**src/design/hrtm_pkg.sv**
```systemverilog
// ============================================================================
// hrtm_pkg
// Shared constants, types and functions of the Hamming ratio-test matcher.
// ============================================================================
`timescale 1ns / 1ps
`default_nettype none

package hrtm_pkg;

   localparam int DESC_WORD_BITS = 64;
   localparam int MAX_WORDS      = 4;
   localparam int DIST_BITS      = 9;
   localparam int CNT_BITS       = 7;
   localparam int LEVEL_BITS     = 4;
   localparam int OCT_BITS       = 3;
   localparam int X_BITS         = 17;
   localparam int GATE_BITS      = 16;
   localparam int CFG_BITS       = 9;
   localparam int CSR_ADDR_BITS  = 8;

   localparam int INDEX_BITS_DEFAULT = 12;
   localparam int DESC_BITS_DEFAULT  = 256;

   // Request kinds.
   localparam logic REQ_LANDMARK  = 1'b0;
   localparam logic REQ_CANDIDATE = 1'b1;

   // Register indexes of the configuration port.
   localparam logic [CSR_ADDR_BITS-1:0] CSR_DIST_THRESHOLD = 8'd0;
   localparam logic [CSR_ADDR_BITS-1:0] CSR_LOWE_RATIO     = 8'd1;

   localparam logic [CFG_BITS-1:0] DIST_THRESHOLD_RESET = 9'd100;
   localparam logic [CFG_BITS-1:0] LOWE_RATIO_RESET     = 9'd154;

   // Octave code that marks an empty tracker slot.
   localparam logic [LEVEL_BITS-1:0] LEVEL_NONE = 4'hF;

   // Best and second-best tracker contents.
   typedef struct packed {
      logic                  found;
      logic [DIST_BITS-1:0]  top_dist;
      logic [DIST_BITS-1:0]  second_dist;
      logic [LEVEL_BITS-1:0] best_level;
      logic [LEVEL_BITS-1:0] second_level;
   } trk_snap_type;

   // Control of one tracker update.
   typedef struct packed {
      logic fire;   // a request leaves the distance stage
      logic load;   // it is a landmark load
      logic hit;    // it is a candidate that passed the gates
      logic last;   // it closes the landmark
   } trk_ctrl_type;

   // Population count of one descriptor word, counted per byte and then summed.
   function automatic logic [CNT_BITS-1:0] popcount64(input logic [DESC_WORD_BITS-1:0] w);
      logic [3:0]          byte_cnt;
      logic [CNT_BITS-1:0] total;
      total = '0;
      for (int b = 0; b < 8; b++) begin
         byte_cnt = '0;
         for (int i = 0; i < 8; i++) begin
            byte_cnt = byte_cnt + {3'b000, w[b*8+i]};
         end
         total = total + {3'b000, byte_cnt};
      end
      return total;
   endfunction

endpackage

`default_nettype wire

```
**src/design/hrtm_tracker.sv**
```systemverilog
// ============================================================================
// hrtm_tracker
// Best and second-best distance tracker with octave and index bookkeeping.
// ============================================================================
`timescale 1ns / 1ps
`default_nettype none

module hrtm_tracker
   import hrtm_pkg::*;
#(
   parameter int INDEX_BITS = INDEX_BITS_DEFAULT,
   parameter int MAX_DIST   = DESC_BITS_DEFAULT
) (
   input  wire logic                  clock,
   input  wire logic                  reset,
   input  wire trk_ctrl_type          ctrl,
   input  wire logic [DIST_BITS-1:0]  cand_dist,
   input  wire logic [LEVEL_BITS-1:0] cand_level,
   input  wire logic [INDEX_BITS-1:0] cand_index,
   output trk_snap_type               post_snap,
   output logic [INDEX_BITS-1:0]      post_index
);

   localparam logic [DIST_BITS-1:0] MAXD_V = DIST_BITS'(MAX_DIST);
   localparam trk_snap_type TRK_CLEAR = '{
      found:        1'b0,
      top_dist:     MAXD_V,
      second_dist:  MAXD_V,
      best_level:   LEVEL_NONE,
      second_level: LEVEL_NONE
   };

   trk_snap_type            trk_ff, trk_in, base;
   logic [INDEX_BITS-1:0]   idx_ff, idx_in, base_idx;

   always_comb begin
      base     = ctrl.load ? TRK_CLEAR : trk_ff;
      base_idx = ctrl.load ? '0 : idx_ff;
      post_snap  = base;
      post_index = base_idx;
      if (ctrl.hit) begin
         post_snap.found = 1'b1;
         // A tie with the best keeps the earlier best and may take second place.
         if (cand_dist < base.top_dist) begin
            post_snap.second_dist  = base.top_dist;
            post_snap.second_level = base.best_level;
            post_snap.top_dist     = cand_dist;
            post_snap.best_level   = cand_level;
            post_index             = cand_index;
         end else if (cand_dist < base.second_dist) begin
            post_snap.second_dist  = cand_dist;
            post_snap.second_level = cand_level;
         end
      end
      trk_in = ctrl.last ? TRK_CLEAR : post_snap;
      idx_in = ctrl.last ? '0 : post_index;
   end

   always_ff @(posedge clock) begin
      if (reset) begin
         trk_ff <= TRK_CLEAR;
         idx_ff <= '0;
      end else if (ctrl.fire) begin
         trk_ff <= trk_in;
         idx_ff <= idx_in;
      end
   end

endmodule

`default_nettype wire

```
**src/design/hamming_ratio_test_matcher_core.sv**
```systemverilog
// ============================================================================
// hamming_ratio_test_matcher_core
// Binary descriptor matcher with stereo gating and Lowe's ratio test.
// ============================================================================
// A landmark request (req_type 0) loads a 256-bit descriptor, the predicted
// right-camera x and a gate width, and restarts the search. Candidate
// requests (req_type 1) follow; a candidate is skipped when it is taken or
// when its positive stereo x lies more than the gate away from the landmark.
// Survivors are ranked by Hamming distance. A request with last set produces
// exactly one response: match_valid is high when the best distance is within
// dist_threshold and, if best and second-best share an octave, when
// best * 256 <= lowe_ratio * second. The block takes one request per clock
// unless a stall holds the input, as described below.
// The pipeline is an input register, a popcount/gate stage, a distance sum
// and tracker stage, and a ratio-test stage that feeds the output register.
// The tracker update is the only loop; its registers feed back through logic alone.
// Requests keep flowing while a response waits to be taken. Only when both
// the output register and the ratio stage hold a response does a further
// closing request stop in the tracker stage, and the input stalls once the
// request behind it fills the input register.
// ============================================================================
`timescale 1ns / 1ps
`default_nettype none

module hamming_ratio_test_matcher_core
   import hrtm_pkg::*;
#(
   parameter int INDEX_BITS = INDEX_BITS_DEFAULT,
   parameter int DESC_BITS  = DESC_BITS_DEFAULT
) (
   input  wire logic                        clock,
   input  wire logic                        reset,
   // Configuration write channel.
   input  wire logic                        csr_valid,
   output logic                             csr_ready,
   input  wire logic [CSR_ADDR_BITS-1:0]    csr_index,
   input  wire logic [CFG_BITS-1:0]         csr_wdata,
   // Request channel.
   input  wire logic                        req_valid,
   output logic                             req_ready,
   input  wire logic                        req_type,
   input  wire logic [DESC_WORD_BITS-1:0]   req_desc_word0,
   input  wire logic [DESC_WORD_BITS-1:0]   req_desc_word1,
   input  wire logic [DESC_WORD_BITS-1:0]   req_desc_word2,
   input  wire logic [DESC_WORD_BITS-1:0]   req_desc_word3,
   input  wire logic [INDEX_BITS-1:0]       req_cand_index,
   input  wire logic [OCT_BITS-1:0]         req_cand_octave,
   input  wire logic                        req_cand_taken,
   input  wire logic signed [X_BITS-1:0]    req_x_right,
   input  wire logic [GATE_BITS-1:0]        req_gate,
   input  wire logic                        req_last,
   // Response channel.
   output logic                             rsp_valid,
   input  wire logic                        rsp_ready,
   output logic                             rsp_match_valid,
   output logic [INDEX_BITS-1:0]            rsp_best_index,
   output logic [DIST_BITS-1:0]             rsp_best_distance
);

   // Only whole 64-bit words take part, at most the four that the ports carry.
   localparam int NWORDS   = ((DESC_BITS / DESC_WORD_BITS) > MAX_WORDS) ?
                             MAX_WORDS : (DESC_BITS / DESC_WORD_BITS);
   localparam int MAX_DIST = NWORDS * DESC_WORD_BITS;
   localparam int DIFF_BITS = X_BITS + 1;
   localparam int PROD_BITS = 2 * CFG_BITS;

   // ---------------------------------------------------------------------
   // Configuration registers. Writes are always taken.
   // ---------------------------------------------------------------------
   logic [CFG_BITS-1:0] dist_thr_ff;
   logic [CFG_BITS-1:0] lowe_ratio_ff;

   assign csr_ready = 1'b1;

   always_ff @(posedge clock) begin
      if (reset) begin
         dist_thr_ff   <= DIST_THRESHOLD_RESET;
         lowe_ratio_ff <= LOWE_RATIO_RESET;
      end else if (csr_valid) begin
         case (csr_index)
            CSR_DIST_THRESHOLD: dist_thr_ff   <= csr_wdata;
            CSR_LOWE_RATIO:     lowe_ratio_ff <= csr_wdata;
            default: begin
            end
         endcase
      end
   end

   // ---------------------------------------------------------------------
   // Pipeline flow control. Each stage moves when the one after it is free
   // or moving. Only requests with last set occupy the ratio stage, so the
   // front of the pipe keeps running while a response waits.
   // ---------------------------------------------------------------------
   logic p1_valid_ff, p2_valid_ff, p3_valid_ff, rsp_valid_ff;
   logic p2_last_ff;
   logic out_free, p3_free, p3_adv, p2_adv, p2_free, p1_adv, p1_free;

   always_comb begin
      out_free = !rsp_valid_ff || rsp_ready;
      p3_adv   = p3_valid_ff && out_free;
      p3_free  = !p3_valid_ff || out_free;
      p2_adv   = p2_valid_ff && (!p2_last_ff || p3_free);
      p2_free  = !p2_valid_ff || p2_adv;
      p1_adv   = p1_valid_ff && p2_free;
      p1_free  = !p1_valid_ff || p2_free;
   end

   assign req_ready = p1_free;
   assign rsp_valid = rsp_valid_ff;

   always_ff @(posedge clock) begin
      if (reset) begin
         p1_valid_ff  <= 1'b0;
         p2_valid_ff  <= 1'b0;
         p3_valid_ff  <= 1'b0;
         rsp_valid_ff <= 1'b0;
      end else begin
         if (p1_free) begin
            p1_valid_ff <= req_valid;
         end
         if (p2_free) begin
            p2_valid_ff <= p1_valid_ff;
         end
         if (p3_free) begin
            p3_valid_ff <= p2_adv && p2_last_ff;
         end
         if (out_free) begin
            rsp_valid_ff <= p3_valid_ff;
         end
      end
   end

   // ---------------------------------------------------------------------
   // Input register.
   // ---------------------------------------------------------------------
   logic [DESC_WORD_BITS-1:0] req_desc [MAX_WORDS];
   logic [DESC_WORD_BITS-1:0] p1_desc_ff [NWORDS];
   logic                      p1_type_ff;
   logic [INDEX_BITS-1:0]     p1_index_ff;
   logic [OCT_BITS-1:0]       p1_octave_ff;
   logic                      p1_taken_ff;
   logic signed [X_BITS-1:0]  p1_x_ff;
   logic [GATE_BITS-1:0]      p1_gate_ff;
   logic                      p1_last_ff;

   assign req_desc[0] = req_desc_word0;
   assign req_desc[1] = req_desc_word1;
   assign req_desc[2] = req_desc_word2;
   assign req_desc[3] = req_desc_word3;

   always_ff @(posedge clock) begin
      if (req_valid && p1_free) begin
         for (int w = 0; w < NWORDS; w++) begin
            p1_desc_ff[w] <= req_desc[w];
         end
         p1_type_ff   <= req_type;
         p1_index_ff  <= req_cand_index;
         p1_octave_ff <= req_cand_octave;
         p1_taken_ff  <= req_cand_taken;
         p1_x_ff      <= req_x_right;
         p1_gate_ff   <= req_gate;
         p1_last_ff   <= req_last;
      end
   end

   // ---------------------------------------------------------------------
   // Landmark registers, written when a landmark request leaves the input
   // register, so the candidate right behind it already sees the new data.
   // ---------------------------------------------------------------------
   logic [DESC_WORD_BITS-1:0] lm_desc_ff [NWORDS];
   logic signed [X_BITS-1:0]  lm_x_ff;
   logic [GATE_BITS-1:0]      lm_gate_ff;

   always_ff @(posedge clock) begin
      if (reset) begin
         for (int w = 0; w < NWORDS; w++) begin
            lm_desc_ff[w] <= '0;
         end
         lm_x_ff    <= '0;
         lm_gate_ff <= '0;
      end else if (p1_adv && (p1_type_ff == REQ_LANDMARK)) begin
         for (int w = 0; w < NWORDS; w++) begin
            lm_desc_ff[w] <= p1_desc_ff[w];
         end
         lm_x_ff    <= p1_x_ff;
         lm_gate_ff <= p1_gate_ff;
      end
   end

   // ---------------------------------------------------------------------
   // Stage 1: per-word popcount of the XOR and the stereo gate.
   // ---------------------------------------------------------------------
   logic [CNT_BITS-1:0]   cnt_in [NWORDS];
   logic signed [DIFF_BITS-1:0] x_diff;
   logic [DIFF_BITS-1:0]  x_absdiff;
   logic                  x_present;
   logic                  skip_in;

   always_comb begin
      for (int w = 0; w < NWORDS; w++) begin
         cnt_in[w] = popcount64(lm_desc_ff[w] ^ p1_desc_ff[w]);
      end
      x_diff    = DIFF_BITS'(lm_x_ff) - DIFF_BITS'(p1_x_ff);
      x_absdiff = x_diff[DIFF_BITS-1] ? DIFF_BITS'(-x_diff) : DIFF_BITS'(x_diff);
      // A nonpositive stereo x means the candidate has no right-camera match.
      x_present = !p1_x_ff[X_BITS-1] && (p1_x_ff != '0);
      skip_in   = p1_taken_ff ||
                  (x_present && (x_absdiff > {{(DIFF_BITS-GATE_BITS){1'b0}}, lm_gate_ff}));
   end

   logic [CNT_BITS-1:0]   p2_cnt_ff [NWORDS];
   logic                  p2_type_ff;
   logic                  p2_skip_ff;
   logic [INDEX_BITS-1:0] p2_index_ff;
   logic [OCT_BITS-1:0]   p2_octave_ff;

   always_ff @(posedge clock) begin
      if (p1_adv) begin
         for (int w = 0; w < NWORDS; w++) begin
            p2_cnt_ff[w] <= cnt_in[w];
         end
         p2_type_ff   <= p1_type_ff;
         p2_skip_ff   <= skip_in;
         p2_index_ff  <= p1_index_ff;
         p2_octave_ff <= p1_octave_ff;
         p2_last_ff   <= p1_last_ff;
      end
   end

   // ---------------------------------------------------------------------
   // Stage 2: distance sum and the best/second tracker.
   // ---------------------------------------------------------------------
   logic [DIST_BITS-1:0]  dist_sum;
   trk_ctrl_type          trk_ctrl;
   trk_snap_type          post_snap;
   logic [INDEX_BITS-1:0] post_index;

   always_comb begin
      dist_sum = '0;
      for (int w = 0; w < NWORDS; w++) begin
         dist_sum = dist_sum + DIST_BITS'(p2_cnt_ff[w]);
      end
      trk_ctrl.fire = p2_adv;
      trk_ctrl.load = (p2_type_ff == REQ_LANDMARK);
      trk_ctrl.hit  = (p2_type_ff == REQ_CANDIDATE) && !p2_skip_ff;
      trk_ctrl.last = p2_last_ff;
   end

   hrtm_tracker #(
      .INDEX_BITS (INDEX_BITS),
      .MAX_DIST   (MAX_DIST)
   ) u_tracker (
      .clock      (clock),
      .reset      (reset),
      .ctrl       (trk_ctrl),
      .cand_dist  (dist_sum),
      .cand_level ({1'b0, p2_octave_ff}),
      .cand_index (p2_index_ff),
      .post_snap  (post_snap),
      .post_index (post_index)
   );

   // The tracker contents after the closing request, held for the ratio test.
   trk_snap_type          p3_snap_ff;
   logic [INDEX_BITS-1:0] p3_index_ff;

   always_ff @(posedge clock) begin
      if (p2_adv && p2_last_ff) begin
         p3_snap_ff  <= post_snap;
         p3_index_ff <= post_index;
      end
   end

   // ---------------------------------------------------------------------
   // Stage 3: threshold and ratio test. best * 256 is compared exactly with
   // lowe_ratio * second; the test applies only when both octaves agree.
   // ---------------------------------------------------------------------
   logic [PROD_BITS-1:0] ratio_prod;
   logic [PROD_BITS-1:0] best_scaled;
   logic                 thr_ok;
   logic                 ratio_reject;
   logic                 match_in;

   always_comb begin
      ratio_prod   = PROD_BITS'(lowe_ratio_ff) * PROD_BITS'(p3_snap_ff.second_dist);
      best_scaled  = {1'b0, p3_snap_ff.top_dist, 8'h00};
      thr_ok       = p3_snap_ff.found && (p3_snap_ff.top_dist <= dist_thr_ff);
      ratio_reject = (p3_snap_ff.best_level == p3_snap_ff.second_level) &&
                     (best_scaled > ratio_prod);
      match_in     = thr_ok && !ratio_reject;
   end

   logic                  rsp_match_ff;
   logic [INDEX_BITS-1:0] rsp_index_ff;
   logic [DIST_BITS-1:0]  rsp_dist_ff;

   always_ff @(posedge clock) begin
      if (p3_adv) begin
         rsp_match_ff <= match_in;
         rsp_index_ff <= p3_index_ff;
         rsp_dist_ff  <= p3_snap_ff.top_dist;
      end
   end

   assign rsp_match_valid   = rsp_match_ff;
   assign rsp_best_index    = rsp_index_ff;
   assign rsp_best_distance = rsp_dist_ff;

endmodule

`default_nettype wire

```
**config.mk**
```make
export PLATFORM = sky130hd
export DESIGN_NAME = hamming_ratio_test_matcher_core
export DESIGN_NICKNAME = d
export VERILOG_FILES = /design/src/design/hrtm_pkg.sv /design/src/design/hrtm_tracker.sv /design/src/design/hamming_ratio_test_matcher_core.sv
export SDC_FILE = /design/constraint.sdc
export NUM_CORES = 2
export LEC_CHECK = 0
export BUFFER_PORTS_ARGS = -buffer_cell sky130_fd_sc_hd__buf_2
export CAP_MARGIN = 15
export CELL_PAD_IN_SITES_DETAIL_PLACEMENT = 1
export CELL_PAD_IN_SITES_GLOBAL_PLACEMENT = 1
export CORE_MARGIN = 2
export CORE_UTILIZATION = 54
export CTS_BUF_LIST = sky130_fd_sc_hd__clkbuf_16
export DETAILED_ROUTE_END_ITERATION = 6
export HOLD_SLACK_MARGIN = 0.1
export PLACE_DENSITY_LB_ADDON = 0.3
export SLEW_MARGIN = 20
export SYNTH_ARGS = -nofsm -noshare
export SYNTH_HDL_FRONTEND = slang
export SYNTH_SLANG_ARGS = --single-unit
```
**constraint.sdc**
```tcl
create_clock -name clock -period 41.5 [get_ports clock]
set_input_delay 8.3 -clock clock [delete_from_list [all_inputs] [get_ports clock]]
set_output_delay 8.3 -clock clock [all_outputs]
set_load 0.01 [all_outputs]
```
# Word-level counts from Yosys, hierarchy flattened
# Memory sizes are Yosys's and may differ from the RTL's.
# Cells that the tools add are included.
[totals]
regBits = 224
ramBits = 540
in_bits = 329
output_inout_bits = 25
wordCells = 369
n_memories = 3
[op_classes]
addsub = 257
n_mul = 1
order_cmp = 5
eq_ne = 2
muxes = 27
n_bitwise = 9
reduce_logical = 30
[memory_table]
columns = ["memory", "depth", "word_bits", "rd", "rd_ports_with_merged_regs", "write_ports", "line_no", "rtl"]
rows = [
  ["lm_desc_ff", 4, 64, 4, 0, 4, "hamming_ratio_test_matcher_core.sv:170", "logic [DESC_WORD_BITS-1:0] lm_desc_ff [NWORDS];"],
  ["p1_desc_ff", 4, 64, 4, 0, 4, "hamming_ratio_test_matcher_core.sv:137", "logic [DESC_WORD_BITS-1:0] p1_desc_ff [NWORDS];"],
  ["p2_cnt_ff", 4, 7, 4, 0, 4, "hamming_ratio_test_matcher_core.sv:211", "logic [CNT_BITS-1:0] p2_cnt_ff [NWORDS];"],
]
[ops]
columns = ["op", "count"]
rows = [
  ["adder 4 x 1 -> 4 bit", 128],
  ["2-to-1 mux 64 bit", 4],
  ["XOR 64 bit", 4],
  ["adder 3 x 1 -> 4 bit", 32],
  ["adder 7 x 4 -> 7 bit", 16],
  ["adder 2 x 1 -> 3 bit", 32],
  ["2-to-1 mux 27 bit", 3],
  ["adder 1 x 1 -> 2 bit", 32],
  ["2-to-1 mux 12 bit", 4],
  ["adder 6 x 4 -> 7 bit", 4],
  ["2-to-1 mux 9 bit", 3],
  ["adder 5 x 4 -> 6 bit", 4],
  ["adder 4 x 4 -> 5 bit", 4],
  ["greater-than comparator 17 x 18 -> 1 bit", 1],
  ["greater-than comparator 18 x 16 -> 1 bit", 1],
  ["< comparator 9 bit", 2],
  ["multiplier 9 x 9 -> 18 bit", 1],
  ["2-to-1 mux 18 bit", 1],
  ["negator 18 bit", 1],
  ["subtractor 17 x 17 -> 18 bit", 1],
  ["nonzero test 17 bit", 1],
  ["logical AND 1 bit", 12],
  ["2-to-1 mux 4 bit", 3],
  ["adder 8 x 7 -> 9 bit", 1],
  ["12 further kinds", 36],
]

# Depth between registers and ports, before layout
# An unclocked memory read counts as a cell.
[depth]
word_depth = 16
ltp_mapped = 27
ltp_nobuf = 26

# Hierarchy
# A second synthesis with hierarchy kept.
[unflattened]
hier_cells = 2924
area_unflattened_um2 = 40142.2
[modules_own_cells]
columns = ["mod", "instances", "cells_each", "area_each_um2", "seq_area_each_um2"]
rows = [
  ["hamming_ratio_test_matcher_core", 1, 2620, 37631.1, 21220.4],
  ["hrtm_tracker", 1, 304, 2511.2, 780.7],
]

# Worst setup path after synthesis
# OpenSTA, ideal clock, no wires.
[synth_timing]
path_type = "in2reg"
start = "input rsp_ready"
end = "memory p1_desc_ff[0][0], enable pin"
setup_ns = 1.077
t_arrival_ns = 23.282
t_required_ns = 40.423
slack_ns = 17.141
cell_stages = 4
path_buffers = 0
path_cell_list = "nor2b_1 > nand4_1 > inv_1 > a21oi_1"
[synth_lines]
columns = ["item", "line_no", "rtl"]
rows = [
  ["start, declared", "hamming_ratio_test_matcher_core.sv:54", "input wire logic rsp_ready,"],
  ["end, declared", "hamming_ratio_test_matcher_core.sv:137", ""],
]

# Worst setup path in the final report
[layout_timing]
start = "input rsp_ready"
end = "output req_ready"
[layout_between]
elab_chain_cells = 6
[layout_lines]
columns = ["item", "line_no", "rtl"]
rows = [
  ["logical OR 1 bit", "hamming_ratio_test_matcher_core.sv:99", "out_free = !rsp_valid_ff || rsp_ready;"],
  ["logical OR 1 bit", "hamming_ratio_test_matcher_core.sv:101", "p3_free = !p3_valid_ff || out_free;"],
  ["logical OR 1 bit", "hamming_ratio_test_matcher_core.sv:102", "p2_adv = p2_valid_ff && (!p2_last_ff || p3_free);"],
  ["logical AND 1 bit", "hamming_ratio_test_matcher_core.sv:102", ""],
  ["logical OR 1 bit", "hamming_ratio_test_matcher_core.sv:103", "p2_free = !p2_valid_ff || p2_adv;"],
  ["logical OR 1 bit", "hamming_ratio_test_matcher_core.sv:105", "p1_free = !p1_valid_ff || p2_free;"],
  ["end, declared", "hamming_ratio_test_matcher_core.sv:40", "output logic req_ready,"],
]
# Every way passes these cells.

==> impl_metrics.csv <==
group,metric,value,unit
timing,hold_violations,0,
routing,drtPass1Iterations,5,
die,placeableCoreArea,0.07420,mm2
layout,final_common_cell,"edfxtp_1",
timing,fin_crit,17780,ps
synthesis,synth_ff_type,"edfxtp_1",
layout,area_delta_synth_final,14.02,%
layout,final_cell_mix,"670 x edfxtp_1, 382 x inv_1, 352 x buf_2",
cts,cts-root-buf,"clkbuf_16",
layout,layout.nets,4150,
global_route,grt_pass1_vias,27710,
timing,tightest_slew,1050,ps
timing,skew,21.96,ps
die,ios,354,
critical_path,cpMostUsedCell,"buf_2",
routing,routed-via-count,24070,
routing,first_iter_violations,1358,
timing,drv_slew,0,
placed_design,gp_congestion,0.8823,
global_route,grt_use_met1,31.12,%
timing,tns,0,ps
cts,cts_resized,0,
synthesis,synth_nets,3775,
layout,drive_above_1_share,15.18,%
global_route,overflow,0,
synthesis,synth_edf_count,670,
global_route,use_met2,49.44,%
cts,cts_setup_buffers,0,
critical_path,end_kind,"primary output",
die,initial_core_util,54.37,%
global_route,grtUsageMet3,3.369,%
critical_path,slowest_delay,420,ps
cts,cts_max_level,3,
routing,avgViaCountPerCell,5.452,
critical_path,reg2reg_slack,35000,ps
global_route,busiest_layer,"met2",
critical_path,cp-start-kind,"input pin",
critical_path,cp_slowest_cell,"nor2b_1",
cts,clock_path_buffers,3,
timing,rsz0062_at_grt,"no",
routing,wirelength,99600,um
die,dieArea,0.07691,mm2
cts,cts.sinks,764,
die,die_y,277.3,um
routing,ant_nets,0,
global_route,grt_max_degree,168,
timing,slew_headroom,30.01,%
cts,clk_latency,640,ps
global_route,antenna_found_initial,15,
cts,path_clk_slew,60,ps
critical_path,crit_chain,"buf_2, nor2b_1, nand4_1, inv_1, nand2_1, buf_2",
timing,timing.final.crit_share,42.84,%
routing,drc_errors,0,
timing,holdWs,412.9,ps
synthesis,ys.warnings.count,0,
global_route,grt_pass1_wl,156600,um
outcome,status,"finished clean",
cts,ctsHoldBuffers,0,
synthesis,async_flop_share,0,%
job,max_cap_violations,0,
timing,fmax,0.05625,GHz
synthesis,syn_avg_cell_area,13.49,um2
timing,setup_viol,0,
placed_design,portBuffers,352,
synthesis,ys_seq_elements,764,
critical_path,arrival,9480,ps
die,die_w,277.3,um
global_route,track_usage,26.36,%
routing,wl_per_cell,22.56,um
synthesis,post_synth_instance_area,0.04034,mm2
critical_path,worstSetupPathType,"in -> out",
min_path,hp-class,"reg -> reg",
critical_path,cp_max_fo,5,
synthesis,yosysSeqAreaShare,54.53,%
synthesis,postSynthCellCount,2991,
placed_design,dpl.hpwl,71050,um
cts,cts_tree,"done",
cts,numCtsBuffers,84,
critical_path,critPathRequiredTime,33200,ps
synthesis,synth_cell_type_count,75,
die,num_rows,100,
layout make-up:
| cell class | instances | area (um2) |
|---|---|---|
| Tap cell | 969 | 1212 |
| Inverter | 373 | 1408 |
| Clock buffer | 84 | 2102 |
| Clock inverter | 69 | 668.1 |
| Multi-Input combinational cell | 1773 | 16640 |
| Timing Repair Buffer | 370 | 1933 |
| Antenna cell | 13 | 32.53 |
| Fill cell | 7188 | 28190 |
| Sequential cell | 764 | 22000 |
state kept, by name, summed over array words and instances, names as in the netlist, 9 cells and up:
name	flops
best_scaled	9
dist_thr_ff	9
lm_desc_ff	256
lm_gate_ff	16
lm_x_ff	17
lowe_ratio_ff	9
p1_desc_ff	256
p1_gate_ff	16
p1_index_ff	12
p1_x_ff	17
p2_cnt_ff	28
p2_index_ff	12
p3_index_ff	12
p3_snap_ff	18
rsp_best_distance	9
rsp_best_index	12
u_tracker.idx_ff	12
u_tracker.trk_ff	27
cell families (layout without fill, tap and decap cells):
| logic type | Yosys count | count (layout) | synth area share, % |
|---|---|---|---|
| adders and majority gates | 455 | 455 | 19.34 |
| AOI/OAI and AO/OA | 315 | 315 | 5.492 |
| other | 1 | 14 | 0.009295 |
| muxes | 31 | 31 | 0.7753 |
| and+or+nand+nor | 659 | 659 | 8.799 |
| buffers and inverters | 454 | 896 | 4.277 |
| DFF | 764 | 764 | 54.53 |
| xor gates and xnor gates | 312 | 312 | 6.773 |
stage by stage:
step                      std cells  utilization, %  setup slack, ps  cell area [um2]
after floorplan                2991               -            17140            40340
after global placement         4248           58.17            23950            43160
after detailed placement       4248           58.17            23780            43160
after CTS                      4401           61.90            23770            45930
after global routing           4415           62.00            23620            46000
final                          4415           62.00            23720            46000
final timing paths:
kind | from | end | depth (start not counted)
max | rsp_ready | req_ready | 6
min reg2reg | p3_index_ff[7]$_DFFE_PP_ | rsp_best_index[7]$_DFFE_PP_ | 0
min | p3_index_ff[7]$_DFFE_PP_ | rsp_best_index[7]$_DFFE_PP_ | 0
max reg2reg | p1_desc_ff[2][27]$_DFFE_PP_ | p2_cnt_ff[2][6]$_DFFE_PP_ | 20
per-layer routing:
layer | share of wire (%) | vias to the layer above
li1 | - | 10890
met1 | 38 | 12380
met2 | 55 | 607
met3 | 4.0 | 194
met4 | 2.8 | 2
met5 | 0.010 | -
cell usage after synthesis, types with 59 or more instances:
master | n | area, um2
edfxtp_1 | 670 | 20120
inv_1 | 371 | 1393
and2_1 | 310 | 1939
fa_1 | 281 | 5625
xnor2_1 | 191 | 1673
ha_1 | 174 | 2177
nand2_1 | 158 | 593.1
xor2_1 | 121 | 1060
dfxtp_1 | 94 | 1882
clkbuf_1 | 65 | 244.0
nor2_1 | 63 | 236.5
o21ai_0 | 60 | 300.3
a21oi_1 | 59 | 295.3
critical path: cells and delay by family:
family / cells / cell delay, ps
and+or+nand+nor: 3 / 730
buffers and inverters: 3 / 450
Power is left out: the tool's default activity adds up to more than one toggle a clock period on the data nets, which glitch-free logic cannot reach.
